### config.mk
export PLATFORM = sky130hd
export DESIGN_NAME = headset_jack_classifier_unit_flat
export DESIGN_NICKNAME = d
export VERILOG_FILES = /design/src/rtl/core/hjc_pkg.sv /design/src/rtl/core/hjc_if.sv /design/src/rtl/core/hjc_cfg_regs.sv /design/src/rtl/core/hjc_step.sv /design/src/rtl/core/headset_jack_classifier_unit.sv /design/src/flat_wrapper.sv
export SDC_FILE = /design/constraint.sdc
export NUM_CORES = 1
export LEC_CHECK = 0
export BUFFER_PORTS_ARGS = -buffer_cell sky130_fd_sc_hd__buf_2
export CORE_MARGIN = 1
export CORE_UTILIZATION = 55
export CTS_CLUSTER_DIAMETER = 60
export DETAILED_ROUTE_END_ITERATION = 12
export PLACE_DENSITY = 0.75
export SLEW_MARGIN = 30
export SYNTH_ARGS = -nofsm -noshare
export SYNTH_HDL_FRONTEND = slang
export SYNTH_SLANG_ARGS = --single-unit
### constraint.sdc
create_clock -name clk -period 4.5 [get_ports clk]
set_input_delay 0.675 -clock clk [delete_from_list [all_inputs] [get_ports clk]]
set_output_delay 0.675 -clock clk [all_outputs]
set_load 0.03 [all_outputs]
### src/rtl/core/hjc_pkg.sv
// Shared types, register codes and reset values of the headset jack classifier.
package hjc_pkg;

  localparam int ADC_BITS       = 12;
  localparam int TIMER_BITS_DEF = 16;
  localparam int CFG_IDX_BITS   = 3;
  localparam int CFG_DATA_BITS  = 16;

  // Configuration register indexes.
  localparam logic [CFG_IDX_BITS-1:0] CFG_HIGH_THR    = 3'd0;
  localparam logic [CFG_IDX_BITS-1:0] CFG_FOUR_THR    = 3'd1;
  localparam logic [CFG_IDX_BITS-1:0] CFG_UNSTABLE    = 3'd2;
  localparam logic [CFG_IDX_BITS-1:0] CFG_ABN_LIMIT   = 3'd3;
  localparam logic [CFG_IDX_BITS-1:0] CFG_LOW_LIMIT   = 3'd4;
  localparam logic [CFG_IDX_BITS-1:0] CFG_INS_DELAY   = 3'd5;
  localparam logic [CFG_IDX_BITS-1:0] CFG_RETRY       = 3'd6;
  localparam logic [CFG_IDX_BITS-1:0] CFG_SHORT_KEY   = 3'd7;

  // Register reset values.
  localparam logic [ADC_BITS-1:0] HIGH_THR_RST  = 12'd3250;
  localparam logic [ADC_BITS-1:0] FOUR_THR_RST  = 12'd800;
  localparam logic [ADC_BITS-1:0] UNSTABLE_RST  = 12'd400;
  localparam logic [7:0]          ABN_LIMIT_RST = 8'd100;
  localparam logic [3:0]          LOW_LIMIT_RST = 4'd10;
  localparam logic [15:0]         INS_DELAY_RST = 16'd450;
  localparam logic [15:0]         RETRY_RST     = 16'd10;
  localparam logic [15:0]         SHORT_KEY_RST = 16'd120;

  // Plug type codes.
  localparam logic [1:0] KIND_NONE  = 2'd0;
  localparam logic [1:0] KIND_THREE = 2'd1;
  localparam logic [1:0] KIND_FOUR  = 2'd2;

  // Key event codes.
  localparam logic [1:0] EV_NONE    = 2'd0;
  localparam logic [1:0] EV_PRESS   = 2'd1;
  localparam logic [1:0] EV_RELEASE = 2'd2;

  typedef struct packed {
    logic [ADC_BITS-1:0] high_threshold;
    logic [ADC_BITS-1:0] four_pole_threshold;
    logic [ADC_BITS-1:0] unstable_threshold;
    logic [7:0]          abnormal_limit;
    logic [3:0]          low_retry_limit;
    logic [15:0]         insert_delay;
    logic [15:0]         retry_interval;
    logic [15:0]         short_key_ticks;
  } cfg_t;

  typedef struct packed {
    logic                jack_present;
    logic                button_level;
    logic [ADC_BITS-1:0] adc_sample;
  } item_t;

  typedef struct packed {
    logic [1:0] jack_type;
    logic       bias_on;
    logic [1:0] key_event;
    logic       key_enabled;
  } result_t;

endpackage

### src/rtl/core/hjc_if.sv
// Handshake interfaces for the tick input channel and the result channel.
interface hjc_in_if;
  logic                        valid;
  logic                        ready;
  logic                        jack_present;
  logic                        button_level;
  logic [hjc_pkg::ADC_BITS-1:0] adc_sample;

  modport source (output valid, jack_present, button_level, adc_sample, input ready);
  modport sink   (input valid, jack_present, button_level, adc_sample, output ready);
endinterface

interface hjc_out_if;
  logic       valid;
  logic       ready;
  logic [1:0] jack_type;
  logic       bias_on;
  logic [1:0] key_event;
  logic       key_enabled;

  modport source (output valid, jack_type, bias_on, key_event, key_enabled, input ready);
  modport sink   (input valid, jack_type, bias_on, key_event, key_enabled, output ready);
endinterface

### src/rtl/core/hjc_cfg_regs.sv
// Configuration register file of the headset jack classifier.
module hjc_cfg_regs (
  input  logic                                 clk,
  input  logic                                 rst_n,
  input  logic                                 cfg_we,
  input  logic [hjc_pkg::CFG_IDX_BITS-1:0]     cfg_index,
  input  logic [hjc_pkg::CFG_DATA_BITS-1:0]    cfg_wdata,
  output hjc_pkg::cfg_t                        cfg
);
  import hjc_pkg::*;

  cfg_t cfg_r;

  always_ff @(posedge clk) begin
    if (!rst_n) begin
      cfg_r.high_threshold      <= HIGH_THR_RST;
      cfg_r.four_pole_threshold <= FOUR_THR_RST;
      cfg_r.unstable_threshold  <= UNSTABLE_RST;
      cfg_r.abnormal_limit      <= ABN_LIMIT_RST;
      cfg_r.low_retry_limit     <= LOW_LIMIT_RST;
      cfg_r.insert_delay        <= INS_DELAY_RST;
      cfg_r.retry_interval      <= RETRY_RST;
      cfg_r.short_key_ticks     <= SHORT_KEY_RST;
    end else if (cfg_we) begin
      case (cfg_index)
        CFG_HIGH_THR:  cfg_r.high_threshold      <= cfg_wdata[ADC_BITS-1:0];
        CFG_FOUR_THR:  cfg_r.four_pole_threshold <= cfg_wdata[ADC_BITS-1:0];
        CFG_UNSTABLE:  cfg_r.unstable_threshold  <= cfg_wdata[ADC_BITS-1:0];
        CFG_ABN_LIMIT: cfg_r.abnormal_limit      <= cfg_wdata[7:0];
        CFG_LOW_LIMIT: cfg_r.low_retry_limit     <= cfg_wdata[3:0];
        CFG_INS_DELAY: cfg_r.insert_delay        <= cfg_wdata[15:0];
        CFG_RETRY:     cfg_r.retry_interval      <= cfg_wdata[15:0];
        CFG_SHORT_KEY: cfg_r.short_key_ticks     <= cfg_wdata[15:0];
        default: ;
      endcase
    end
  end

  assign cfg = cfg_r;

endmodule

### src/rtl/core/hjc_step.sv
// Per-tick classification and button state machine, with its state registers.
module hjc_step #(
  parameter int TIMER_BITS = hjc_pkg::TIMER_BITS_DEF
) (
  input  logic             clk,
  input  logic             rst_n,
  input  logic             step_en,
  input  hjc_pkg::cfg_t    cfg,
  input  hjc_pkg::item_t   item,
  output hjc_pkg::result_t result
);
  import hjc_pkg::*;

  // Width that holds every value before saturation to the timer width.
  localparam int WW = ((TIMER_BITS > 16) ? TIMER_BITS : 16) + 1;
  localparam logic [WW-1:0] TMAX_W = WW'({TIMER_BITS{1'b1}});

  localparam logic [1:0] PH_IDLE     = 2'd0;
  localparam logic [1:0] PH_WAIT     = 2'd1;
  localparam logic [1:0] PH_CLASSIFY = 2'd2;
  localparam logic [1:0] PH_DONE     = 2'd3;

  function automatic logic [TIMER_BITS-1:0] cap(input logic [WW-1:0] v);
    logic [TIMER_BITS-1:0] r;
    if (v > TMAX_W) begin
      r = {TIMER_BITS{1'b1}};
    end else begin
      r = v[TIMER_BITS-1:0];
    end
    return r;
  endfunction

  logic [1:0]            phase_r, phase_nxt;
  logic [TIMER_BITS-1:0] wait_r, wait_nxt;
  logic [7:0]            abn_r, abn_nxt;
  logic [3:0]            low_r, low_nxt;
  logic [1:0]            kind_r, kind_nxt;
  logic                  armed_r, armed_nxt;
  logic                  press_pend_r, press_pend_nxt;
  logic                  rel_pend_r, rel_pend_nxt;
  logic [TIMER_BITS-1:0] key_timer_r, key_timer_nxt;
  logic [TIMER_BITS-1:0] press_age_r, press_age_nxt;
  logic                  key_down_r, key_down_nxt;
  logic                  prev_btn_r;

  logic [1:0]            event_c;
  logic                  do_sample;
  logic                  rise;
  logic                  fall;
  logic [TIMER_BITS-1:0] short_t;

  assign short_t = cap(WW'(cfg.short_key_ticks));
  assign rise    = item.button_level && !prev_btn_r;
  assign fall    = !item.button_level && prev_btn_r;

  always_comb begin
    phase_nxt      = phase_r;
    wait_nxt       = wait_r;
    abn_nxt        = abn_r;
    low_nxt        = low_r;
    kind_nxt       = kind_r;
    armed_nxt      = armed_r;
    press_pend_nxt = press_pend_r;
    rel_pend_nxt   = rel_pend_r;
    key_timer_nxt  = key_timer_r;
    press_age_nxt  = press_age_r;
    key_down_nxt   = key_down_r;
    event_c        = EV_NONE;
    do_sample      = 1'b0;

    if (!item.jack_present) begin
      // Removal clears everything and closes out a reported press.
      if (key_down_r) begin
        event_c = EV_RELEASE;
      end
      phase_nxt      = PH_IDLE;
      wait_nxt       = '0;
      abn_nxt        = '0;
      low_nxt        = '0;
      kind_nxt       = KIND_NONE;
      armed_nxt      = 1'b0;
      press_pend_nxt = 1'b0;
      rel_pend_nxt   = 1'b0;
      key_timer_nxt  = '0;
      press_age_nxt  = '0;
      key_down_nxt   = 1'b0;
    end else begin
      if (phase_nxt == PH_IDLE) begin
        phase_nxt = PH_WAIT;
        wait_nxt  = '0;
        abn_nxt   = '0;
        low_nxt   = '0;
        kind_nxt  = KIND_NONE;
      end

      if (phase_nxt == PH_WAIT) begin
        if (wait_nxt >= cap(WW'(cfg.insert_delay))) begin
          phase_nxt = PH_CLASSIFY;
          wait_nxt  = '0;
          do_sample = 1'b1;
        end else begin
          wait_nxt = cap(WW'(wait_nxt) + WW'(1));
        end
      end else if (phase_nxt == PH_CLASSIFY) begin
        if (wait_nxt != '0) begin
          wait_nxt = wait_nxt - TIMER_BITS'(1);
        end
        do_sample = (wait_nxt == '0);
      end

      if (do_sample) begin
        if (item.adc_sample > cfg.high_threshold) begin
          if (abn_nxt > cfg.abnormal_limit) begin
            kind_nxt  = KIND_THREE;
            armed_nxt = 1'b0;
            abn_nxt   = '0;
            low_nxt   = '0;
            phase_nxt = PH_DONE;
          end else begin
            if (abn_nxt != 8'hFF) begin
              abn_nxt = abn_nxt + 8'd1;
            end
            wait_nxt = cap(WW'(cfg.retry_interval));
          end
        end else if (item.adc_sample > cfg.four_pole_threshold) begin
          kind_nxt  = KIND_FOUR;
          armed_nxt = 1'b1;
          phase_nxt = PH_DONE;
        end else if (item.adc_sample > cfg.unstable_threshold) begin
          phase_nxt = PH_DONE;
        end else if (item.adc_sample == '0 || low_nxt >= cfg.low_retry_limit) begin
          kind_nxt  = KIND_THREE;
          armed_nxt = 1'b0;
          low_nxt   = '0;
          phase_nxt = PH_DONE;
        end else begin
          if (low_nxt != 4'hF) begin
            low_nxt = low_nxt + 4'd1;
          end
          wait_nxt = cap(WW'({cfg.retry_interval, 1'b0}));
        end
      end

      if (armed_nxt) begin
        if (rise) begin
          if (rel_pend_nxt) begin
            event_c       = EV_RELEASE;
            rel_pend_nxt  = 1'b0;
            key_down_nxt  = 1'b0;
            key_timer_nxt = '0;
          end
          press_pend_nxt = 1'b1;
          press_age_nxt  = '0;
        end else if (fall) begin
          if (press_pend_nxt) begin
            press_pend_nxt = 1'b0;
          end else if (key_down_nxt && !rel_pend_nxt) begin
            rel_pend_nxt  = 1'b1;
            key_timer_nxt = short_t;
          end
        end else if (item.button_level && press_pend_nxt) begin
          press_age_nxt = cap(WW'(press_age_nxt) + WW'(1));
        end

        if (press_pend_nxt && press_age_nxt >= short_t && event_c == EV_NONE) begin
          press_pend_nxt = 1'b0;
          key_down_nxt   = 1'b1;
          event_c        = EV_PRESS;
        end

        if (rel_pend_nxt && event_c == EV_NONE) begin
          if (key_timer_nxt == '0) begin
            rel_pend_nxt = 1'b0;
            key_down_nxt = 1'b0;
            event_c      = EV_RELEASE;
          end else begin
            key_timer_nxt = key_timer_nxt - TIMER_BITS'(1);
          end
        end
      end
    end
  end

  always_ff @(posedge clk) begin
    if (!rst_n) begin
      phase_r      <= PH_IDLE;
      wait_r       <= '0;
      abn_r        <= '0;
      low_r        <= '0;
      kind_r       <= KIND_NONE;
      armed_r      <= 1'b0;
      press_pend_r <= 1'b0;
      rel_pend_r   <= 1'b0;
      key_timer_r  <= '0;
      press_age_r  <= '0;
      key_down_r   <= 1'b0;
      prev_btn_r   <= 1'b0;
    end else if (step_en) begin
      phase_r      <= phase_nxt;
      wait_r       <= wait_nxt;
      abn_r        <= abn_nxt;
      low_r        <= low_nxt;
      kind_r       <= kind_nxt;
      armed_r      <= armed_nxt;
      press_pend_r <= press_pend_nxt;
      rel_pend_r   <= rel_pend_nxt;
      key_timer_r  <= key_timer_nxt;
      press_age_r  <= press_age_nxt;
      key_down_r   <= key_down_nxt;
      prev_btn_r   <= item.button_level;
    end
  end

  assign result.jack_type   = kind_nxt;
  assign result.bias_on     = (phase_nxt == PH_CLASSIFY) || (phase_nxt == PH_DONE);
  assign result.key_event   = event_c;
  assign result.key_enabled = armed_nxt;

endmodule

### src/rtl/core/headset_jack_classifier_unit.sv
// Top level of the headset jack classifier: input register, tick logic, result register.
//
//  Channel   Direction  Handshake        Payload
//  in_ch     sink       valid / ready    jack_present, button_level, adc_sample
//  out_ch    source     valid / ready    jack_type, bias_on, key_event, key_enabled
//  cfg_*     sink       cfg_we only      cfg_index (3 bits), cfg_wdata (16 bits)
//
// One tick transaction is accepted per cycle while the result side is not stalled,
// and gives one result transaction: the tick is held in the input register, then
// passes through the tick logic into the result register. Throughput is set by the
// single state update per tick. Reset is synchronous and active low; it clears both
// pipeline valids, the classifier state and restores the register reset values.
// When the result register holds an untaken result, the input register keeps
// its tick and in_ch.ready drops only once both registers are full.
module headset_jack_classifier_unit #(
  parameter int TIMER_BITS = hjc_pkg::TIMER_BITS_DEF
) (
  input  logic                               clk,
  input  logic                               rst_n,
  hjc_in_if.sink                             in_ch,
  hjc_out_if.source                          out_ch,
  input  logic                               cfg_we,
  input  logic [hjc_pkg::CFG_IDX_BITS-1:0]   cfg_index,
  input  logic [hjc_pkg::CFG_DATA_BITS-1:0]  cfg_wdata
);
  import hjc_pkg::*;

  cfg_t    cfg;
  item_t   in_item_r;
  logic    in_v_r;
  result_t step_res;
  result_t out_res_r;
  logic    out_v_r;
  logic    advance;

  // The tick in the input register moves on when the result register is free
  // or is being emptied in this cycle.
  assign advance     = in_v_r && (!out_v_r || out_ch.ready);
  assign in_ch.ready = !in_v_r || advance;

  hjc_cfg_regs u_cfg (
    .clk       (clk),
    .rst_n     (rst_n),
    .cfg_we    (cfg_we),
    .cfg_index (cfg_index),
    .cfg_wdata (cfg_wdata),
    .cfg       (cfg)
  );

  hjc_step #(
    .TIMER_BITS (TIMER_BITS)
  ) u_step (
    .clk     (clk),
    .rst_n   (rst_n),
    .step_en (advance),
    .cfg     (cfg),
    .item    (in_item_r),
    .result  (step_res)
  );

  // Input register.
  always_ff @(posedge clk) begin
    if (!rst_n) begin
      in_v_r <= 1'b0;
    end else if (in_ch.valid && in_ch.ready) begin
      in_v_r <= 1'b1;
    end else if (advance) begin
      in_v_r <= 1'b0;
    end
  end

  always_ff @(posedge clk) begin
    if (in_ch.valid && in_ch.ready) begin
      in_item_r.jack_present <= in_ch.jack_present;
      in_item_r.button_level <= in_ch.button_level;
      in_item_r.adc_sample   <= in_ch.adc_sample;
    end
  end

  // Result register.
  always_ff @(posedge clk) begin
    if (!rst_n) begin
      out_v_r <= 1'b0;
    end else if (advance) begin
      out_v_r <= 1'b1;
    end else if (out_ch.ready) begin
      out_v_r <= 1'b0;
    end
  end

  always_ff @(posedge clk) begin
    if (advance) begin
      out_res_r <= step_res;
    end
  end

  assign out_ch.valid       = out_v_r;
  assign out_ch.jack_type   = out_res_r.jack_type;
  assign out_ch.bias_on     = out_res_r.bias_on;
  assign out_ch.key_event   = out_res_r.key_event;
  assign out_ch.key_enabled = out_res_r.key_enabled;

  // A press can only be reported while the button is armed.
  a_press_needs_arm: assert property (@(posedge clk) disable iff (!rst_n)
    out_v_r && out_res_r.key_event == EV_PRESS |-> out_res_r.key_enabled)
    else $error("key press reported while button not armed");

  // Arming the button goes only with a four-pole plug.
  a_arm_is_four_pole: assert property (@(posedge clk) disable iff (!rst_n)
    out_v_r && out_res_r.key_enabled |-> out_res_r.jack_type == KIND_FOUR)
    else $error("button armed without a four-pole plug");

  // No plug type is known before mic bias comes on.
  a_type_after_bias: assert property (@(posedge clk) disable iff (!rst_n)
    out_v_r && !out_res_r.bias_on |-> out_res_r.jack_type == KIND_NONE)
    else $error("plug type reported with bias off");

  // A tick held in the input register is not lost while the output stalls.
  a_in_held: assert property (@(posedge clk) disable iff (!rst_n)
    in_v_r && !advance |=> in_v_r)
    else $error("input tick dropped during stall");

endmodule

### src/flat_wrapper.sv
// flat-port wrapper written by rule: the top's interface ports become plain ports
module headset_jack_classifier_unit_flat import hjc_pkg::*;
#(
  parameter int TIMER_BITS = hjc_pkg::TIMER_BITS_DEF
)
  (clk, rst_n, cfg_we, cfg_index, cfg_wdata, in_ch_valid, in_ch_jack_present, in_ch_button_level, in_ch_adc_sample, in_ch_ready, out_ch_valid, out_ch_jack_type, out_ch_bias_on, out_ch_key_event, out_ch_key_enabled, out_ch_ready);
  hjc_in_if in_ch_i ();
  hjc_out_if out_ch_i ();
  input  logic clk;
  input  logic rst_n;
  input  logic cfg_we;
  input  logic [hjc_pkg::CFG_IDX_BITS-1:0] cfg_index;
  input  logic [hjc_pkg::CFG_DATA_BITS-1:0] cfg_wdata;
  input wire logic [$bits(in_ch_i.valid)-1:0] in_ch_valid;
  input wire logic [$bits(in_ch_i.jack_present)-1:0] in_ch_jack_present;
  input wire logic [$bits(in_ch_i.button_level)-1:0] in_ch_button_level;
  input wire logic [$bits(in_ch_i.adc_sample)-1:0] in_ch_adc_sample;
  output wire logic [$bits(in_ch_i.ready)-1:0] in_ch_ready;
  output wire logic [$bits(out_ch_i.valid)-1:0] out_ch_valid;
  output wire logic [$bits(out_ch_i.jack_type)-1:0] out_ch_jack_type;
  output wire logic [$bits(out_ch_i.bias_on)-1:0] out_ch_bias_on;
  output wire logic [$bits(out_ch_i.key_event)-1:0] out_ch_key_event;
  output wire logic [$bits(out_ch_i.key_enabled)-1:0] out_ch_key_enabled;
  input wire logic [$bits(out_ch_i.ready)-1:0] out_ch_ready;
  assign in_ch_i.valid = in_ch_valid;
  assign in_ch_i.jack_present = in_ch_jack_present;
  assign in_ch_i.button_level = in_ch_button_level;
  assign in_ch_i.adc_sample = in_ch_adc_sample;
  assign in_ch_ready = in_ch_i.ready;
  assign out_ch_valid = out_ch_i.valid;
  assign out_ch_jack_type = out_ch_i.jack_type;
  assign out_ch_bias_on = out_ch_i.bias_on;
  assign out_ch_key_event = out_ch_i.key_event;
  assign out_ch_key_enabled = out_ch_i.key_enabled;
  assign out_ch_i.ready = out_ch_ready;
  headset_jack_classifier_unit #(.TIMER_BITS(TIMER_BITS)) u_core (.clk(clk), .rst_n(rst_n), .in_ch(in_ch_i), .out_ch(out_ch_i), .cfg_we(cfg_we), .cfg_index(cfg_index), .cfg_wdata(cfg_wdata));
endmodule
==> flow_summary.json <==
{
  "grtUsageMet1": 0.439,
  "dp_hpwl_mm": 26.8,
  "fin_area_sq_mm": 0.0136,
  "fin_nets": 1754,
  "grt_usage": 0.327,
  "cts_sinks": 187,
  "synth_edf_count": 20,
  "cts_buffer_depth": 2,
  "grt_start_max_net_pins": 63,
  "routed_wl_mm": 36.7,
  "hold_path_depth": 1,
  "synth-seq-cells": 187,
  "diodes": 0,
  "port_buffers": 45,
  "antenna_left": 0,
  "fmax_ghz": 0.238,
  "status": "finished, final reports clean",
  "finalClockSkew_ns": 0.0265,
  "ir_worst_vdd_v": 0.000230,
  "syn_to_final_growth_pct": 10.6,
  "synth_area_per_cell_sq_um": 7.65,
  "drv_cap": 0,
  "dieWidth_um": 151,
  "h-tree-depth": 4,
  "fin_tns_setup_ns": 0,
  "hp-class": "input port to register",
  "drv_slew": 0,
  "drive_gt1_frac": 0.110,
  "busiest_layer": "met2",
  "worstSetupStartpointType": "register",
  "syn-num-nets": 1729,
  "vias": 12100,
  "leakagePower_nw": 5.44,
  "postPlaceCellArea_sq_mm": 0.0129,
  "wl_per_cell_um": 19.1,
  "layout_commonest_cell": "nand2_1",
  "clk_latency_ns": 0.45,
  "path_class": "register to register",
  "cts_made_buffers": 17,
  "cts_hold_buf": 0,
  "slew_headroom": 0.375,
  "reg2reg_depth": 14,
  "power_density_mw_per_mm2": 268,
  "netlist_area_sq_mm": 0.0123,
  "cp_slowest_cell": "a21oi_1",
  "fin_crit_sh": 0.932,
  "synth.distinct_cells": 82,
  "ys_warn_count": 0,
  "root_buffer": "clkbuf_16",
  "vias_per_cell": 6.29,
  "tightest_slew_ns": 0.938,
  "dieArea_sq_mm": 0.0229,
  "finalPower_mw": 3.63,
  "yosysSeqAreaShare": 0.322,
  "overflow": 0,
  "dominantRegCellSynth": "dfxtp_1",
  "rsz0062_at_grt": "yes",
  "min_period_ns": 4.19,
  "setup_violations": 0,
  "path_cells": "or2_2, nand2_1, ha_1, buf_4, nand2b_1, nor2_1, nand2_1, o31ai_1, nor4b_2, buf_4, a31o_2, a21oi_1, o21ai_0, a22oi_1",
  "antenna_found_initial": 0,
  "dr.pass1.iters": 7,
  "crit_arrival_ns": 4.57,
  "synthArstFlopShare": 0,
  "drt_iter0_markers": 1153,
  "rows": 54,
  "coreArea_sq_mm": 0.0218,
  "die_y_um": 151,
  "max_stage_delay_ns": 0.75,
  "place_congestion": 0.985,
  "final_cell_mix": "nand2_1, dfxtp_1, a21oi_1, inv_1, ha_1",
  "drc": 0,
  "initial_utilization": 0.562,
  "grt_pass1_vias": 11000,
  "hold_viol_final": 0,
  "use_met2": 0.514,
  "grt.met3_usage": 0.0611,
  "ioPinCount": 46,
  "clk_pin_slew_ns": 0.09,
  "netlist_instances": 1603,
  "grt_pass1_wl_mm": 57.8,
  "endpoint_kind": "register",
  "cts_tree": "built",
  "required_ns": 4.88,
  "postLayoutCoreUtil": 0.621,
  "cp_max_fo": 12
}
[cells by family after synthesis]
logic type,synth area share
flip-flops,0.322
adder cells (fa/ha/maj),0.0898
AO/OA/AOI/OAI,0.242
buffers and inverters,0.0687
XOR/XNOR,0.0286
AND/OR/NAND/NOR,0.237
multiplexers,0.0122
[per-layer routing]
metal	vias to the layer above	share of wire
met4	0	0.031
met2	547	0.45
met5	-	0
met3	89	0.088
li1	5773	-
met1	5671	0.43
[Yosys cell counts (5+ instances only)]
master,count,share of area
a31oi_1,16,0.0082
a211oi_1,10,0.0061
and4_1,6,0.0043
ha_1,88,0.090
nor3_1,21,0.0086
a211o_1,5,0.0036
a22o_1,40,0.029
nand2_1,281,0.086
xnor2_1,20,0.014
or2_2,10,0.0051
o22ai_1,6,0.0031
clkbuf_1,76,0.023
o211ai_1,46,0.028
nand2b_1,17,0.0087
a21o_1,9,0.0055
inv_1,114,0.035
o41ai_1,5,0.0036
buf_2,6,0.0024
a21oi_1,159,0.065
and3_1,17,0.0087
and2_1,23,0.012
nand4_1,26,0.013
buf_1,5,0.0015
nand3_1,49,0.020
o31ai_1,7,0.0043
buf_6,5,0.0046
a22oi_1,8,0.0049
o21ai_1,7,0.0029
xor2_1,20,0.014
nor2b_1,13,0.0066
or3_1,15,0.0077
edfxtp_1,20,0.049
nor4_1,14,0.0071
mux2i_1,9,0.0073
nor2_1,90,0.028
a32o_1,7,0.0057
dfxtp_1,167,0.27
o21ai_0,68,0.028
o21a_1,10,0.0061
[sequential cells by signal (all words and copies together) (netlist names), 4 cells and up]
register,count
u_core.in_item_r,14
u_core.u_step.wait_r,16
u_core.u_step.press_age_r,16
u_core.u_cfg.cfg,96
u_core.u_step.low_r,4
u_core.u_step.key_timer_r,16
u_core.u_step.abn_r,8
[critical path, delay by kind of cell (launching register included)]
kind	cells	cell delay [ns]
buf+inv	2	0.38
simple gates	6	0.94
flops	1	0.31
fa+ha+maj	1	0.22
compound gates	5	2.26
[power breakdown]
| group | switching, mW | internal [mW] | total, mW |
|---|---|---|---|
| Combinational | 0.207 | 0.103 | 0.310 |
| Clock | 0.770 | 0.806 | 1.58 |
| Sequential | 0.0277 | 1.72 | 1.74 |
[repair_timing]
action	CTS	global route
endpoints found under the hold margin	0	0
setup endpoints to repair	1	21
pin swaps	0	2
setup buffers	0	3
gates resized for setup	1	15
[metrics by stage]
step | setup WS, ns | hold WS (ns) | cells
2_1_floorplan | 0.0817 | 0.425 | 1603
3_3_place_gp | 0.172 | 0.440 | 1886
3_5_place_dp | -0.0231 | 0.447 | 1886
4_1_cts | 0.0334 | 0.387 | 1918
5_1_grt | -0.0862 | 0.382 | 1921
6_report | 0.307 | 0.392 | 1921
[final cells by class]
type	instances	area [sq um]
multi-input combinational	1205	7520
tap	280	350
timing repair buffer	102	678
inverter	115	432
sequential	187	3950
clock inverter	15	204
clock buffer	17	425
fill	1979	8270
[worst paths after layout]
kind,startpoint,end,slack [ns]
max,u_core.u_step.phase_r[1],u_core.u_step.low_r[3],0.31
min,in_ch_adc_sample[11],u_core.in_item_r[11],0.39
max reg2reg,u_core.u_step.phase_r[1],u_core.u_step.low_r[3],0.31
min reg2reg,u_core.u_cfg.cfg[47],u_core.u_cfg.cfg[47],0.46
Power figures use the tool's default switching activity.
